<file path="src/rblm_pkg.sv">
// Package for the ring bloom LED mapper: sizes, arithmetic constants and shared types.
// Used by rblm_div, the top level and the checker; depends on nothing else.
package rblm_pkg;

  // Strip storage
  localparam int STRIP_MAX = 256;
  localparam int STRIP_AW  = $clog2(STRIP_MAX);
  localparam int CNT_W     = $clog2(STRIP_MAX + 1);

  // Ring geometry
  localparam int RING_LEDS = 24;
  localparam int LED_AW    = $clog2(RING_LEDS);
  localparam int HALF_RING = RING_LEDS / 2;
  localparam int DIST_W    = $clog2(HALF_RING + 1);
  localparam int ROUND_UP  = HALF_RING - 1;

  // Origin count register
  localparam int ORG_W   = 3;
  localparam int ORG_MIN = 1;
  localparam int ORG_MAX = 6;

  // Colour channels
  localparam int CH_W   = 8;
  localparam int NUM_CH = 3;
  localparam int PIX_W  = CH_W * NUM_CH;
  localparam int SUM_W  = CH_W + STRIP_AW;

  // Index scaling: x / 12 is done as (x >> 2) / 3, with / 3 as a multiply by 683 >> 11.
  localparam int PROD_W    = 12;
  localparam int XQ_W      = PROD_W - 2;
  localparam int RECIP3    = 683;
  localparam int RECIP3_SH = 11;
  localparam int MUL_W     = 2 * XQ_W;

  // Stream widths
  localparam int IN_TDATA_W  = 24;
  localparam int OUT_TDATA_W = 32;

  typedef logic [NUM_CH-1:0][SUM_W-1:0] sum_arr_t;
  typedef logic [NUM_CH-1:0][CH_W-1:0]  quo_arr_t;

  typedef struct packed {
    logic             start;
    logic [CNT_W-1:0] divisor;
  } div_req_t;

endpackage

</file>
<file path="src/rblm_div.sv">
// Three-channel restoring divider, one quotient bit per cycle, shared divisor.
// Depends on rblm_pkg for widths and the request type.
module rblm_div (
  input  logic               clk,
  input  logic               rst_n,
  input  rblm_pkg::div_req_t req,
  input  rblm_pkg::sum_arr_t dividend,
  output logic               done,
  output rblm_pkg::quo_arr_t quotient
);

  localparam int ITER_W = $clog2(rblm_pkg::SUM_W + 1);

  logic                                               busy_r, busy_nxt;
  logic                                               done_r, done_nxt;
  logic [ITER_W-1:0]                                  iter_r, iter_nxt;
  logic [rblm_pkg::CNT_W-1:0]                         dvs_r, dvs_nxt;
  logic [rblm_pkg::NUM_CH-1:0][rblm_pkg::CNT_W-1:0]   rem_r, rem_nxt;
  rblm_pkg::sum_arr_t                                 quo_r, quo_nxt;
  logic [rblm_pkg::NUM_CH-1:0][rblm_pkg::CNT_W:0]     trial;

  always_comb begin
    busy_nxt = busy_r;
    done_nxt = 1'b0;
    iter_nxt = iter_r;
    dvs_nxt  = dvs_r;
    rem_nxt  = rem_r;
    quo_nxt  = quo_r;
    for (int c = 0; c < rblm_pkg::NUM_CH; c++) begin
      trial[c] = {rem_r[c], quo_r[c][rblm_pkg::SUM_W-1]};
    end
    if (req.start) begin
      busy_nxt = 1'b1;
      iter_nxt = ITER_W'(rblm_pkg::SUM_W);
      dvs_nxt  = req.divisor;
      rem_nxt  = '0;
      quo_nxt  = dividend;
    end else if (busy_r) begin
      for (int c = 0; c < rblm_pkg::NUM_CH; c++) begin
        if (trial[c] >= {1'b0, dvs_r}) begin
          rem_nxt[c] = rblm_pkg::CNT_W'(trial[c] - {1'b0, dvs_r});
          quo_nxt[c] = {quo_r[c][rblm_pkg::SUM_W-2:0], 1'b1};
        end else begin
          rem_nxt[c] = trial[c][rblm_pkg::CNT_W-1:0];
          quo_nxt[c] = {quo_r[c][rblm_pkg::SUM_W-2:0], 1'b0};
        end
      end
      iter_nxt = iter_r - 1'b1;
      if (iter_r == ITER_W'(1)) begin
        busy_nxt = 1'b0;
        done_nxt = 1'b1;
      end
    end
  end

  always_ff @(posedge clk) begin
    if (!rst_n) begin
      busy_r <= 1'b0;
      done_r <= 1'b0;
      iter_r <= '0;
    end else begin
      busy_r <= busy_nxt;
      done_r <= done_nxt;
      iter_r <= iter_nxt;
    end
    dvs_r <= dvs_nxt;
    rem_r <= rem_nxt;
    quo_r <= quo_nxt;
  end

  // An average never exceeds one channel value, so the low bits carry the quotient.
  always_comb begin
    for (int c = 0; c < rblm_pkg::NUM_CH; c++) begin
      quotient[c] = quo_r[c][rblm_pkg::CH_W-1:0];
    end
  end

  assign done = done_r;

endmodule

</file>
<file path="config.mk">
export PLATFORM = sky130hd
export DESIGN_NAME = rblm_div
export DESIGN_NICKNAME = d
export VERILOG_FILES = /design/src/rblm_pkg.sv /design/src/rblm_div.sv
export SDC_FILE = /design/constraint.sdc
export NUM_CORES = 1
export LEC_CHECK = 0
export BUFFER_PORTS_ARGS = -buffer_cell sky130_fd_sc_hd__buf_2
export CAP_MARGIN = 25
export CELL_PAD_IN_SITES_DETAIL_PLACEMENT = 2
export CELL_PAD_IN_SITES_GLOBAL_PLACEMENT = 2
export CORE_AREA = 2 2 128 130
export DETAILED_ROUTE_END_ITERATION = 6
export DIE_AREA = 0 0 130 132
export PLACE_DENSITY = 0.76
export SLEW_MARGIN = 20
export SYNTH_ARGS = -nofsm -noshare
export SYNTH_HDL_FRONTEND = slang
export SYNTH_SLANG_ARGS = --single-unit
</file>
<file path="constraint.sdc">
create_clock -name clk -period 2.2 [get_ports clk]
set_input_delay 0.44 -clock clk [delete_from_list [all_inputs] [get_ports clk]]
set_output_delay 0.44 -clock clk [all_outputs]
set_load 0.02 [all_outputs]
</file>
==> flow_summary.toml <==
[min_path]
whs_path_depth = 1
holdCritStartpoint = "req[7]"
hold_class = "primary input to flop"
hold-path-endpoint = "dvs_r[7]"

[logic_synthesis]
synth_area_leaders = "edfxtp_1, dfxtp_1, mux2_2"
synthAdderAreaFrac = 0.0804
yosys_warnings = 0
avgSynthCellArea_um2 = 11.3
ys_seq_area_frac = 0.455
synth_simple_gate_area_share = 0.0873
syn_nets = 557
synth_edf_count = 57
yosys.area.top_type_share = 0.325
synth-main-ff-cell = "edfxtp_1"
ys_seq_elements = 91
synth_compound_area_frac = 0.139
synth.distinct_cells = 53
synth_area_leader_cell = "edfxtp_1"
synth_mux_area_frac = 0.142
synthesis.instances = 465
synth_top_family_by_area = "multiplexers"
synth-xor-area-share = 0.0300
syn_area_um2 = 5260
synthArstFlopShare = 0

[route]
firstDrtPassIters = 4
drc = 0
ant_nets = 0
wl_mm = 17.7
via_per_inst = 5.19
vias = 4175
drt_iter0_markers = 128
avgRoutedWirePerCell_um = 22.0

[die]
rows = 46
start_util = 0.335
core_um2 = 15700
ioPinCount = 85
die_w_um = 130
dieArea_um2 = 17200
die_h_um = 132

[final_layout]
areaGrowthSynthToFinish_pct = 29.9
fillerInstances = 1606
multi_input_area_um2 = 2800
most-common-layout-cells = "buf_2, edfxtp_1, buf_4"
final_common_cell = "buf_2"
regArea_um2 = 2390
fin_nets = 676
drive_above_1_share = 0.453
diodes = 0

[global_routing]
first_global_vias = 4859
grt_max_degree = 52
grt_usage = 0.206
grt_overflow = 0
grt_pass1_wl_mm = 27.2
antenna_found_initial = 0

[timing]
period_share = 1.19
hold_viol = 0
worst_slack_ps = -428
slew_headroom = 0.282
min_period_ps = 2630
worst_pin_slew_ps = 1070
rsz0062_at_grt = "yes"
setup_viol = 30
slew_viol_final = 0
max_freq_mhz = 380
clock-skew-final_ps = 9.55

[critical_path]
crit_path_top_delay_cell = "edfxtp_1"
path_class = "flop to flop"
path_max_fanout = 5
reg2reg_depth = 10
critPathCaptureType = "flop"
start_kind = "flop"
critical_path.max_stage_delay_ps = 440
startpoint = "dvs_r[0]"
crit_chain = "buf_6, ha_4, inv_2, fa_2, a211oi_4, o21bai_2, a211oi_4, buf_6, mux2i_1, o21ai_0"
reg2reg_to = "rem_r[20]"
rrSetupSlack_ps = -430
worstPathRequired_ps = 2400
r2r-start = "dvs_r[0]"
arrival_ps = 2820

[place]
hpwl_mm = 11.3
place_congestion = 0.821
io_buffer_count = 84
dp_slack_ps = -316

[status]
outcome = "finished, violations left"
violations = "negative setup slack"

[clock_network]
cts_buffers = 9
h-tree-depth = 3
clock_path_buffers = 2
tritoncts = "done"
clock_latency_ps = 350
clk_transition_reported_paths_ps = 70
clock-root-buffer = "clkbuf_16"
cts_sinks = 91

[pwr]
irDropWorstVdd_mv = 0.416
finalPower_mw = 5.08
power_density_nw_per_um2 = 743
leakage_nw = 2.93

[job]
maxCapViolCount = 0
==> area by class of cell <==
class,instances,area share
inverters,25,0.0137
clock buffers,11,0.0340
repair buffers,148,0.143
multi-input cells,309,0.410
clock inverters,5,0.00988
flip-flops and latches,91,0.350
well taps,216,0.0395
==> report_power, final <==
part	total (mW)	switching, mW	internal, mW
combinational	1.37	0.743	0.625
sequential	2.08	0.0966	1.99
clock	1.63	0.728	0.904
total	5.08	1.57	3.51
==> through the flow <==
step	setup TNS (ps)	instance area (um^2)	util	std cells	hold slack (ps)
floorplan	-212	5280	-	465	434
global route	-10890	6840	0.435	805	259
global placement	-1380	6090	0.387	770	457
finish	-7970	6840	0.435	805	269
detailed placement	-4120	6090	0.387	770	484
CTS	-2910	6660	0.424	799	254
==> kinds of logic after synthesis <==
family / count (synthesis)
flops: 91
buf+inv: 65
xor+xnor: 18
mux: 69
fa+ha+maj: 32
compound gates: 100
simple gates: 90
==> Yosys cell counts, types with 8 or more instances <==
cell type and n:
a211oi_1 14, a21o_1 8, a21oi_1 16, buf_4 25, clkbuf_1 12, dfxtp_1 34, edfxtp_1 57, ha_1 29
inv_1 25, mux2_2 47, mux2i_1 22, nand2_1 18, nor2_1 28, o21ai_0 21, xor2_1 14
==> flip-flops by register name, summed over array words and instances, names as in the netlist <==
signal	cells
busy_r	1
done	1
dvs_r	9
iter_r	5
quo_r	24
quotient	24
rem_r	27
==> critical path, delay by kind of cell (launching register included) <==
kind	cells	cell delay [ps]
DFF	1	440
AOI/OAI and AO/OA	4	870
muxes	1	240
adders and majority gates	2	510
buffers and inverters	3	400
==> worst max path at each step <==
stage / endpoint / slack (ps) / cells after the start
2_1_floorplan: rem_r[16] / -60 / 9
3_3_place_gp: rem_r[10] / -150 / 9
3_5_place_dp: rem_r[10] / -320 / 10
4_1_cts: rem_r[15] / -260 / 10
5_1_grt: rem_r[12] / -560 / 10
6_report: rem_r[20] / -430 / 10
==> layer usage <==
| metal | global-route usage | part of all wire | vias up | wire, um |
|---|---|---|---|---|
| met5 | 0 | 0 | - | 0 |
| met4 | 0.0585 | 0.023 | 0 | 410 |
| met1 | 0.223 | 0.39 | 2104 | 6950 |
| li1 | - | - | 1939 | - |
| met3 | 0.0528 | 0.045 | 27 | 804 |
| met2 | 0.389 | 0.54 | 105 | 9580 |
==> repair_timing <==
| item | in CTS | in global routing |
|---|---|---|
| endpoints found under the setup margin | 29 | 30 |
| setup buffers | 12 | 8 |
| gates cloned | 2 | 0 |
| endpoints found under the hold margin | 0 | 0 |
| pin swaps | 20 | 11 |
| gates resized for setup | 45 | 35 |
| hold buffers | 0 | 0 |
No activity file was read; power rests on OpenSTA's default activity.
